$ cat config.mk
export PLATFORM = sky130hd
export DESIGN_NAME = lens_link_body_controller
export DESIGN_NICKNAME = d
export VERILOG_FILES = /design/src/rtl/llbc_pkg.sv /design/src/rtl/lens_link_body_controller.sv /design/src/rtl/llbc_cfg.sv /design/src/rtl/llbc_core.sv
export SDC_FILE = /design/constraint.sdc
export NUM_CORES = 1
export LEC_CHECK = 0
export BUFFER_PORTS_ARGS = -buffer_cell sky130_fd_sc_hd__buf_4
export CELL_PAD_IN_SITES_DETAIL_PLACEMENT = 2
export CELL_PAD_IN_SITES_GLOBAL_PLACEMENT = 2
export CORE_MARGIN = 2
export CORE_UTILIZATION = 40
export CTS_CLUSTER_DIAMETER = 30
export DETAILED_ROUTE_END_ITERATION = 10
export MAX_ROUTING_LAYER = met4
export PLACE_DENSITY = 0.88
export SLEW_MARGIN = 30
export SYNTH_ARGS = -nofsm -noshare
export SYNTH_HDL_FRONTEND = slang
export SYNTH_SLANG_ARGS = --single-unit
$ cat constraint.sdc
create_clock -name aclk -period 11.6 [get_ports aclk]
set_input_delay 3.48 -clock aclk [delete_from_list [all_inputs] [get_ports aclk]]
set_output_delay 3.48 -clock aclk [all_outputs]
set_load 0.01 [all_outputs]
$ cat src/rtl/llbc_pkg.sv
package llbc_pkg;

    // Command bytes carried by one input transaction
    localparam int IN_CMD_BYTES = 4;
    localparam int CMD_BYTES_DEF = 4;

    // Register reset values
    localparam logic [15:0] MAX_PACKET_RST = 16'd31;
    localparam logic [7:0]  POST_WAIT_RST  = 8'd15;
    localparam logic [7:0]  READ_GAP_RST   = 8'd10;

    // Configuration address map (byte address = 4 * index)
    localparam int CFG_ADDR_W = 4;

    typedef enum logic [1:0] {
        REG_MAX_PACKET = 2'd0,
        REG_POST_WAIT  = 2'd1,
        REG_READ_GAP   = 2'd2,
        REG_NONE       = 2'd3
    } reg_idx_t;

    typedef enum logic [1:0] {
        OP_TICK  = 2'd0,
        OP_SEND  = 2'd1,
        OP_READ  = 2'd2,
        OP_RSVD  = 2'd3
    } op_t;

    typedef enum logic [1:0] {
        ST_OK       = 2'd0,
        ST_CHECKSUM = 2'd1,
        ST_TOO_LONG = 2'd2,
        ST_RSVD     = 2'd3
    } status_t;

    typedef enum logic [4:0] {
        PH_IDLE     = 5'd0,
        PH_S_ACK    = 5'd1,
        PH_S_LOW    = 5'd2,
        PH_S_HIGH   = 5'd3,
        PH_S_POST   = 5'd4,
        PH_S_REL    = 5'd5,
        PH_S_HS     = 5'd6,
        PH_CK_LOW   = 5'd7,
        PH_CK_HIGH  = 5'd8,
        PH_P_WAIT0  = 5'd9,
        PH_L0_LOW   = 5'd10,
        PH_L0_HIGH  = 5'd11,
        PH_P_RISE_L = 5'd12,
        PH_P_RISE_H = 5'd13,
        PH_L1_LOW   = 5'd14,
        PH_L1_HIGH  = 5'd15,
        PH_P_LOWW   = 5'd16,
        PH_P_DHIGH  = 5'd17,
        PH_D_LOW    = 5'd18,
        PH_D_HIGH   = 5'd19,
        PH_P_GAP    = 5'd20
    } phase_t;

    typedef struct packed {
        logic [15:0] max_packet_bytes;
        logic [7:0]  post_write_wait_ticks;
        logic [7:0]  read_gap_ticks;
    } cfg_t;

    typedef struct packed {
        logic [1:0]                   op;
        logic [IN_CMD_BYTES-1:0][7:0] cmd_bytes;
        logic                         lens_hsk;
        logic                         data_in;
    } item_t;

    typedef struct packed {
        logic        clk_line;
        logic        data_out;
        logic        data_drive;
        logic        body_hsk;
        logic [7:0]  rx_byte;
        logic        rx_valid;
        logic        rx_last;
        logic        busy_res;
        logic        done_res;
        logic [1:0]  status;
        logic [15:0] packet_length;
    } result_t;

endpackage

$ cat src/rtl/lens_link_body_controller.sv
// Path: an accepted transaction is held in the input register, then its state step
// is registered into the result register. Throughput: one transaction per cycle
// while the consumer takes results; the single state step per tick sets this.
// Reset: aresetn is synchronous, active low; the link returns to idle, registers
// take 31 / 15 / 10, and both pipeline registers empty. No clearing pass.
module lens_link_body_controller
    import llbc_pkg::*;
#(
    parameter int CMD_BYTES = CMD_BYTES_DEF
) (
    input  logic                  aclk,
    input  logic                  aresetn,
    // configuration
    input  logic                  psel,
    input  logic                  penable,
    input  logic                  pwrite,
    input  logic [CFG_ADDR_W-1:0] paddr,
    input  logic [31:0]           pwdata,
    output logic [31:0]           prdata,
    output logic                  pready,
    // tick input
    input  logic                  s_valid,
    output logic                  s_ready,
    input  logic [1:0]            s_op,
    input  logic [7:0]            s_cmd_byte0,
    input  logic [7:0]            s_cmd_byte1,
    input  logic [7:0]            s_cmd_byte2,
    input  logic [7:0]            s_cmd_byte3,
    input  logic                  s_lens_hsk,
    input  logic                  s_data_in,
    // result output
    output logic                  m_valid,
    input  logic                  m_ready,
    output logic                  m_clk_line,
    output logic                  m_data_out,
    output logic                  m_data_drive,
    output logic                  m_body_hsk,
    output logic [7:0]            m_rx_byte,
    output logic                  m_rx_valid,
    output logic                  m_rx_last,
    output logic                  m_busy_res,
    output logic                  m_done_res,
    output logic [1:0]            m_status,
    output logic [15:0]           m_packet_length
);

    cfg_t    cfg;
    item_t   in_reg;
    logic    in_valid_reg;
    result_t res_reg;
    result_t res_next;
    logic    m_valid_reg;
    logic    advance;

    llbc_cfg u_cfg (
        .aclk    (aclk),
        .aresetn (aresetn),
        .psel    (psel),
        .penable (penable),
        .pwrite  (pwrite),
        .paddr   (paddr),
        .pwdata  (pwdata),
        .prdata  (prdata),
        .pready  (pready),
        .cfg     (cfg)
    );

    // The held tick moves into the state machine whenever the result slot
    // is free or being drained this cycle; the input slot refills behind it.
    assign advance = in_valid_reg & (~m_valid_reg | m_ready);
    assign s_ready = ~in_valid_reg | advance;

    always_ff @(posedge aclk) begin
        if (!aresetn) begin
            in_valid_reg <= 1'b0;
        end else if (s_ready) begin
            in_valid_reg <= s_valid;
        end
    end

    always_ff @(posedge aclk) begin
        if (s_valid && s_ready) begin
            in_reg.op        <= s_op;
            in_reg.cmd_bytes <= {s_cmd_byte3, s_cmd_byte2, s_cmd_byte1, s_cmd_byte0};
            in_reg.lens_hsk  <= s_lens_hsk;
            in_reg.data_in   <= s_data_in;
        end
    end

    // One protocol step per tick; state only moves when the tick advances.
    llbc_core #(
        .CMD_BYTES (CMD_BYTES)
    ) u_core (
        .aclk    (aclk),
        .aresetn (aresetn),
        .step    (advance),
        .item    (in_reg),
        .cfg     (cfg),
        .result  (res_next)
    );

    // Result register: holds the step's outputs until the consumer takes them.
    always_ff @(posedge aclk) begin
        if (!aresetn) begin
            m_valid_reg <= 1'b0;
        end else if (advance) begin
            m_valid_reg <= 1'b1;
        end else if (m_ready) begin
            m_valid_reg <= 1'b0;
        end
    end

    always_ff @(posedge aclk) begin
        if (advance) begin
            res_reg <= res_next;
        end
    end

    assign m_valid         = m_valid_reg;
    assign m_clk_line      = res_reg.clk_line;
    assign m_data_out      = res_reg.data_out;
    assign m_data_drive    = res_reg.data_drive;
    assign m_body_hsk      = res_reg.body_hsk;
    assign m_rx_byte       = res_reg.rx_byte;
    assign m_rx_valid      = res_reg.rx_valid;
    assign m_rx_last       = res_reg.rx_last;
    assign m_busy_res      = res_reg.busy_res;
    assign m_done_res      = res_reg.done_res;
    assign m_status        = res_reg.status;
    assign m_packet_length = res_reg.packet_length;

endmodule

$ cat src/rtl/llbc_cfg.sv
module llbc_cfg
    import llbc_pkg::*;
(
    input  logic                  aclk,
    input  logic                  aresetn,
    input  logic                  psel,
    input  logic                  penable,
    input  logic                  pwrite,
    input  logic [CFG_ADDR_W-1:0] paddr,
    input  logic [31:0]           pwdata,
    output logic [31:0]           prdata,
    output logic                  pready,
    output cfg_t                  cfg
);

    logic [15:0] max_packet_reg;
    logic [7:0]  post_wait_reg;
    logic [7:0]  read_gap_reg;
    logic        wr_en;
    reg_idx_t    idx;

    assign pready = 1'b1;
    assign wr_en  = psel & penable & pwrite;
    assign idx    = reg_idx_t'(paddr[CFG_ADDR_W-1:2]);

    always_ff @(posedge aclk) begin
        if (!aresetn) begin
            max_packet_reg <= MAX_PACKET_RST;
            post_wait_reg  <= POST_WAIT_RST;
            read_gap_reg   <= READ_GAP_RST;
        end else if (wr_en) begin
            unique case (idx)
                REG_MAX_PACKET: max_packet_reg <= pwdata[15:0];
                REG_POST_WAIT:  post_wait_reg  <= pwdata[7:0];
                REG_READ_GAP:   read_gap_reg   <= pwdata[7:0];
                default: ;
            endcase
        end
    end

    always_comb begin
        unique case (idx)
            REG_MAX_PACKET: prdata = {16'd0, max_packet_reg};
            REG_POST_WAIT:  prdata = {24'd0, post_wait_reg};
            REG_READ_GAP:   prdata = {24'd0, read_gap_reg};
            default:        prdata = 32'd0;
        endcase
    end

    assign cfg.max_packet_bytes      = max_packet_reg;
    assign cfg.post_write_wait_ticks = post_wait_reg;
    assign cfg.read_gap_ticks        = read_gap_reg;

endmodule

$ cat src/rtl/llbc_core.sv
module llbc_core
    import llbc_pkg::*;
#(
    parameter int CMD_BYTES = CMD_BYTES_DEF
) (
    input  logic    aclk,
    input  logic    aresetn,
    input  logic    step,
    input  item_t   item,
    input  cfg_t    cfg,
    output result_t result
);

    localparam int IDX_W = (CMD_BYTES > 1) ? $clog2(CMD_BYTES) : 1;

    phase_t      phase_reg, phase_next;
    logic [2:0]  bit_count_reg, bit_count_next;
    logic [15:0] byte_count_reg, byte_count_next;
    logic [7:0]  shift_reg, shift_next;
    logic [7:0]  sum_reg, sum_next;
    logic [15:0] length_reg, length_next;
    logic [7:0]  wait_count_reg, wait_count_next;
    logic [7:0]  cmd_store_reg [CMD_BYTES];

    logic        store_load;
    logic [15:0] bc_inc;
    logic [7:0]  store_rd;
    logic [7:0]  wait_dec;
    logic [7:0]  shift_in;
    logic        rx_valid, rx_last, done;
    logic [1:0]  status;
    logic [15:0] len;

    assign bc_inc   = byte_count_reg + 16'd1;
    assign store_rd = cmd_store_reg[bc_inc[IDX_W-1:0]];
    assign wait_dec = wait_count_reg - 8'd1;
    assign shift_in = {item.data_in, shift_reg[7:1]};

    // next state
    always_comb begin
        phase_next      = phase_reg;
        bit_count_next  = bit_count_reg;
        byte_count_next = byte_count_reg;
        shift_next      = shift_reg;
        sum_next        = sum_reg;
        length_next     = length_reg;
        wait_count_next = wait_count_reg;
        store_load      = 1'b0;
        rx_valid        = 1'b0;
        rx_last         = 1'b0;
        done            = 1'b0;
        status          = ST_OK;
        len             = 16'd0;

        unique case (phase_reg)
            PH_IDLE: begin
                if (item.op == OP_SEND) begin
                    store_load      = 1'b1;
                    byte_count_next = 16'd0;
                    bit_count_next  = 3'd0;
                    shift_next      = item.cmd_bytes[0];
                    sum_next        = item.cmd_bytes[0];
                    phase_next      = PH_S_ACK;
                end else if (item.op == OP_READ) begin
                    length_next     = 16'd0;
                    byte_count_next = 16'd0;
                    phase_next      = PH_P_WAIT0;
                end
            end
            PH_S_ACK: begin
                if (item.lens_hsk) begin
                    bit_count_next = 3'd0;
                    phase_next     = PH_S_LOW;
                end
            end
            PH_S_LOW: phase_next = PH_S_HIGH;
            PH_S_HIGH, PH_S_POST: begin
                if (phase_reg == PH_S_HIGH && bit_count_reg != 3'd7) begin
                    bit_count_next = bit_count_reg + 3'd1;
                    shift_next     = {1'b0, shift_reg[7:1]};
                    phase_next     = PH_S_LOW;
                end else if (phase_reg == PH_S_HIGH && cfg.post_write_wait_ticks != 8'd0) begin
                    bit_count_next  = 3'd0;
                    wait_count_next = cfg.post_write_wait_ticks;
                    phase_next      = PH_S_POST;
                end else begin
                    if (phase_reg == PH_S_HIGH) bit_count_next = 3'd0;
                    else wait_count_next = wait_dec;
                    if (phase_reg == PH_S_HIGH || wait_dec == 8'd0) begin
                        // byte done: load the next command byte or hand over the line
                        byte_count_next = bc_inc;
                        if (bc_inc < 16'(CMD_BYTES)) begin
                            shift_next     = store_rd;
                            sum_next       = sum_reg + store_rd;
                            bit_count_next = 3'd0;
                            phase_next     = PH_S_LOW;
                        end else begin
                            phase_next = PH_S_REL;
                        end
                    end
                end
            end
            PH_S_REL: if (!item.lens_hsk) phase_next = PH_S_HS;
            PH_S_HS: begin
                if (item.lens_hsk) begin
                    shift_next     = 8'd0;
                    bit_count_next = 3'd0;
                    phase_next     = PH_CK_LOW;
                end
            end
            PH_CK_LOW: begin
                shift_next = shift_in;
                phase_next = PH_CK_HIGH;
            end
            PH_L0_LOW: begin
                shift_next = shift_in;
                phase_next = PH_L0_HIGH;
            end
            PH_L1_LOW: begin
                shift_next = shift_in;
                phase_next = PH_L1_HIGH;
            end
            PH_D_LOW: begin
                shift_next = shift_in;
                phase_next = PH_D_HIGH;
            end
            PH_CK_HIGH, PH_L0_HIGH, PH_L1_HIGH, PH_D_HIGH: begin
                if (bit_count_reg != 3'd7) begin
                    bit_count_next = bit_count_reg + 3'd1;
                    phase_next     = phase_t'(phase_reg - 5'd1);
                end else begin
                    bit_count_next = 3'd0;
                    unique case (phase_reg)
                        PH_CK_HIGH: begin
                            done       = 1'b1;
                            status     = (sum_reg != shift_reg) ? ST_CHECKSUM : ST_OK;
                            phase_next = PH_IDLE;
                        end
                        PH_L0_HIGH: begin
                            length_next = {8'd0, shift_reg};
                            phase_next  = PH_P_RISE_L;
                        end
                        PH_L1_HIGH: begin
                            length_next = {shift_reg, length_reg[7:0]};
                            phase_next  = PH_P_LOWW;
                        end
                        default: begin
                            byte_count_next = bc_inc;
                            rx_valid        = 1'b1;
                            rx_last         = (bc_inc >= length_reg);
                            if (cfg.read_gap_ticks != 8'd0) begin
                                wait_count_next = cfg.read_gap_ticks;
                                phase_next      = PH_P_GAP;
                            end else if (bc_inc >= length_reg) begin
                                done       = 1'b1;
                                len        = length_reg;
                                phase_next = PH_IDLE;
                            end else begin
                                phase_next = PH_P_DHIGH;
                            end
                        end
                    endcase
                end
            end
            PH_P_WAIT0: begin
                if (item.lens_hsk) begin
                    shift_next     = 8'd0;
                    bit_count_next = 3'd0;
                    phase_next     = PH_L0_LOW;
                end
            end
            PH_P_RISE_L: if (!item.lens_hsk) phase_next = PH_P_RISE_H;
            PH_P_RISE_H: begin
                if (item.lens_hsk) begin
                    shift_next     = 8'd0;
                    bit_count_next = 3'd0;
                    phase_next     = PH_L1_LOW;
                end
            end
            PH_P_LOWW: begin
                if (!item.lens_hsk) begin
                    if (length_reg > cfg.max_packet_bytes) begin
                        done       = 1'b1;
                        status     = ST_TOO_LONG;
                        phase_next = PH_IDLE;
                    end else if (length_reg == 16'd0) begin
                        done       = 1'b1;
                        phase_next = PH_IDLE;
                    end else begin
                        byte_count_next = 16'd0;
                        phase_next      = PH_P_DHIGH;
                    end
                end
            end
            PH_P_DHIGH: begin
                if (item.lens_hsk) begin
                    shift_next     = 8'd0;
                    bit_count_next = 3'd0;
                    phase_next     = PH_D_LOW;
                end
            end
            PH_P_GAP: begin
                wait_count_next = wait_dec;
                if (wait_dec == 8'd0) begin
                    if (byte_count_reg >= length_reg) begin
                        done       = 1'b1;
                        len        = length_reg;
                        phase_next = PH_IDLE;
                    end else begin
                        phase_next = PH_P_DHIGH;
                    end
                end
            end
            default: phase_next = PH_IDLE;
        endcase
    end

    // line levels and result fields after the step
    always_comb begin
        result.clk_line   = !(phase_next == PH_S_LOW || phase_next == PH_CK_LOW ||
                              phase_next == PH_L0_LOW || phase_next == PH_L1_LOW ||
                              phase_next == PH_D_LOW);
        result.data_drive = (phase_next == PH_S_ACK || phase_next == PH_S_LOW ||
                             phase_next == PH_S_HIGH || phase_next == PH_S_POST);
        result.data_out   = (phase_next == PH_S_LOW || phase_next == PH_S_HIGH) ?
                            shift_next[0] : 1'b0;
        result.body_hsk   = result.data_drive || phase_next == PH_S_REL ||
                            phase_next == PH_CK_LOW || phase_next == PH_CK_HIGH ||
                            phase_next == PH_L0_LOW || phase_next == PH_L0_HIGH ||
                            phase_next == PH_L1_LOW || phase_next == PH_L1_HIGH ||
                            phase_next == PH_D_LOW || phase_next == PH_D_HIGH;
        result.rx_byte       = rx_valid ? shift_next : 8'd0;
        result.rx_valid      = rx_valid;
        result.rx_last       = rx_last;
        result.busy_res      = (phase_next != PH_IDLE);
        result.done_res      = done;
        result.status        = status;
        result.packet_length = len;
    end

    always_ff @(posedge aclk) begin
        if (!aresetn) begin
            phase_reg      <= PH_IDLE;
            bit_count_reg  <= 3'd0;
            byte_count_reg <= 16'd0;
            shift_reg      <= 8'd0;
            sum_reg        <= 8'd0;
            length_reg     <= 16'd0;
            wait_count_reg <= 8'd0;
        end else if (step) begin
            phase_reg      <= phase_next;
            bit_count_reg  <= bit_count_next;
            byte_count_reg <= byte_count_next;
            shift_reg      <= shift_next;
            sum_reg        <= sum_next;
            length_reg     <= length_next;
            wait_count_reg <= wait_count_next;
        end
    end

    // command bytes beyond the four carried by the item load as zero
    always_ff @(posedge aclk) begin
        if (step && store_load) begin
            for (int i = 0; i < CMD_BYTES; i++) begin
                cmd_store_reg[i] <= (i < IN_CMD_BYTES) ?
                                    item.cmd_bytes[i % IN_CMD_BYTES] : 8'd0;
            end
        end
    end

endmodule
==> run metrics <==
clk root buf clkbuf_16; Startpoint Class primary input; post-synth top area share 0.2739; routed vias/inst 5.919; Post-CTS Hold Buffers 0; initial DRC count 703; status finished, final reports clean; fmax 120.5 MHz; reg2reg end m_busy_res; max capacitance violation total 0; first-pass GRT wire length 61380 µm; Final min period 8.297 ns; CTS tree done; Num CTS Buffers 17; layout cell share with drive strength beyond 1 0.1546; CTS H-tree lvls 4; Initial Util 0.4048; synth unique cells 89; ANT nets after route 0; IO Port Bufs 112; post-synthesis mux area share 0.04475; Hold Crit Endpoint u_core.cmd_store_reg[1][4]; Worst EP arrival 4.82 ns; fraction of the mapped netlist area in adder cells 0.07451; post-synthesis simple-gate area fraction 0.1809; drt first pass iters 5; worst reg2reg path depth 10; Pins Over Slew Limit 0; post-synth top area cell edfxtp_1; R2R Path Start u_core.phase_reg[0]; initial antenna violation count 1; Hold Path Class register to register; CP endpoint kind output port; die area 0.02931 mm²; All-Layer GR Usage 0.2847; die height 171.2 µm; Ports 148; Synth area leaders edfxtp_1 27%, dfxtp_1 18%, ha_1 7.3%, nand2_1 4.2%, a21oi_1 4.2%; Syn Area/Cell 9.583 µm²; per-cell routed wire length 24.10 µm; max_slew headroom 0.3786; Final setup violation count 0; Fill cells 2854; Clock Tree Buf Depth 2; Synth Cell Area 0.01118 mm²; Ys Warns 0; Overflow after GRT 0; Worst-Skew Late Latency 0.48 ns; routability congestion estimate 0.8900; #FFs+latches synth 200; routed vias 9671; clock skew 0.01647 ns; Slew @ Worst Pin 0.9321 ns; Util after Layout 0.4683; row count 61; setup_tns 0 ns; Nets 1387; post-CTS setup buffers 0; Layout area overhead 15.71%; XOR/XNOR Fraction of Synth Area 0.02819; Final Hold Viols 0; drt drc 0; FFs w/ async S/R, synth 0; DP Wirelength 27760 µm; hold_sp in_reg[14]; most instantiated cells after synthesis 125 x nand2_1, 102 x edfxtp_1, 98 x dfxtp_1; number of global-route vias before repair 10460; combinational family with the most area after synthesis simple AND/OR/NAND/NOR gates; period utilization 0.7153; crit path max fanout 21; total power 1.693 mW; multi-input logic area 0.005593 mm²; register area 0.005026 mm²; flop-to-flop setup slack 6.81 ns; core area 0.02763 mm²; sequential share of the synthesized area 0.4493; Sink Count 200; hold depth 0; max reg flops 36; Crit Path Class primary input to output port; worst vdd ir 73.11 µV; Cells after Synth 1167; Pwr Density 130.9 mW/mm²; largest net degree at the start of global routing 61; static leakage 4.859 nW; Synth Area in Compound Gates 0.1637; RSZ-0062 raised after global routing no; die width 171.2 µm; CP required 8.12 ns; CTS resizes 0; most common cell in the synthesized netlist nand2_1; Post-synth EDFFs 102; Clk pin slew, worst setup/hold paths 0.09 ns; final wirelength 39390 µm; Synth Flop Type edfxtp_1
cell families (layout without fill, tap and decap cells):
family / count (synthesis) / count (layout)
XOR/XNOR: 36 / 36
AO/OA/AOI/OAI: 278 / 278
multiplexers: 40 / 40
buffers and inverters: 143 / 216
adder cells (fa/ha/maj): 66 / 66
flip-flops: 200 / 200
other: 2 / 18
AND/OR/NAND/NOR: 402 / 402
routing by layer:
layer / vias to the layer above / wire length [µm] / share of wire / track usage
met2: 296 / 20300 / 0.52 / 0.4930
met4: 0 / 1050 / 0.027 / 0.1010
met5: - / 0 / 0 / -
met1: 4922 / 16310 / 0.41 / 0.3392
li1: 4372 / - / - / -
met3: 81 / 1722 / 0.044 / 0.04050
cell usage in the layout, fill, tap and decap left out, types with 5 or more instances in the layout:
| cell | count |
|---|---|
| a211oi_1 | 10 |
| a21o_1 | 8 |
| a21oi_1 | 93 |
| a22o_1 | 8 |
| a22oi_1 | 6 |
| a31oi_1 | 9 |
| and2_1 | 9 |
| and3_1 | 5 |
| and4_1 | 7 |
| buf_4 | 125 |
| clkbuf_16 | 17 |
| conb_1 | 17 |
| dfxtp_1 | 97 |
| edfxtp_1 | 102 |
| ha_1 | 65 |
| inv_1 | 56 |
| inv_12 | 5 |
| inv_16 | 5 |
| mux2i_1 | 32 |
| mux4_2 | 8 |
| nand2_1 | 125 |
| nand2b_1 | 14 |
| nand3_1 | 26 |
| nand4_1 | 21 |
| nor2_1 | 92 |
| nor2b_1 | 14 |
| nor3_1 | 25 |
| nor3b_1 | 11 |
| nor4_1 | 18 |
| o211ai_1 | 13 |
| o21a_1 | 6 |
| o21ai_0 | 51 |
| o22ai_1 | 9 |
| o2bb2ai_1 | 7 |
| or3_1 | 5 |
| xnor2_1 | 21 |
| xor2_1 | 15 |
power by group:
group	internal, mW	total, mW	switching, mW
combinational	0.0791	0.213	0.134
clock	0.317	0.695	0.378
sequential	0.766	0.785	0.0193
stage by stage:
stage / hold WS, ns / instance area (µm²) / cells / worst slack (ns)
floorplan: 0.4003 / 11240 / 1182 / 3.543
global placement: 0.4041 / 12250 / 1600 / 3.410
detailed placement: 0.4107 / 12260 / 1601 / 3.330
CTS: 0.4333 / 12930 / 1633 / 3.305
global route: 0.4334 / 12940 / 1634 / 3.248
finish: 0.4257 / 12940 / 1634 / 3.303
critical path, cell delays in order:
cell and delay [ns]:
buf_4 0.24, nor2b_1 0.61, nand2_1 0.13, o21ai_0 0.16, buf_4 0.19
cell type report:
type	count	area share
multi-input combinational	839	0.4322
clock buffer	17	0.03288
inverter	58	0.01692
tap	378	0.03655
sequential	200	0.3884
timing repair buffer	126	0.07368
clock inverter	15	0.01915
antenna	1	0.0001934
worst max-delay path by stage:
stage | from | end | slack [ns] | cells past startpoint
finish | paddr[3] | prdata[6] | 3.30 | 5
global route | paddr[3] | prdata[4] | 3.25 | 5
CTS | paddr[3] | prdata[6] | 3.31 | 5
detailed placement | paddr[3] | prdata[6] | 3.33 | 5
global placement | paddr[3] | prdata[6] | 3.41 | 5
floorplan | paddr[2] | prdata[6] | 3.54 | 4
No activity file was read; power rests on OpenSTA's default activity.
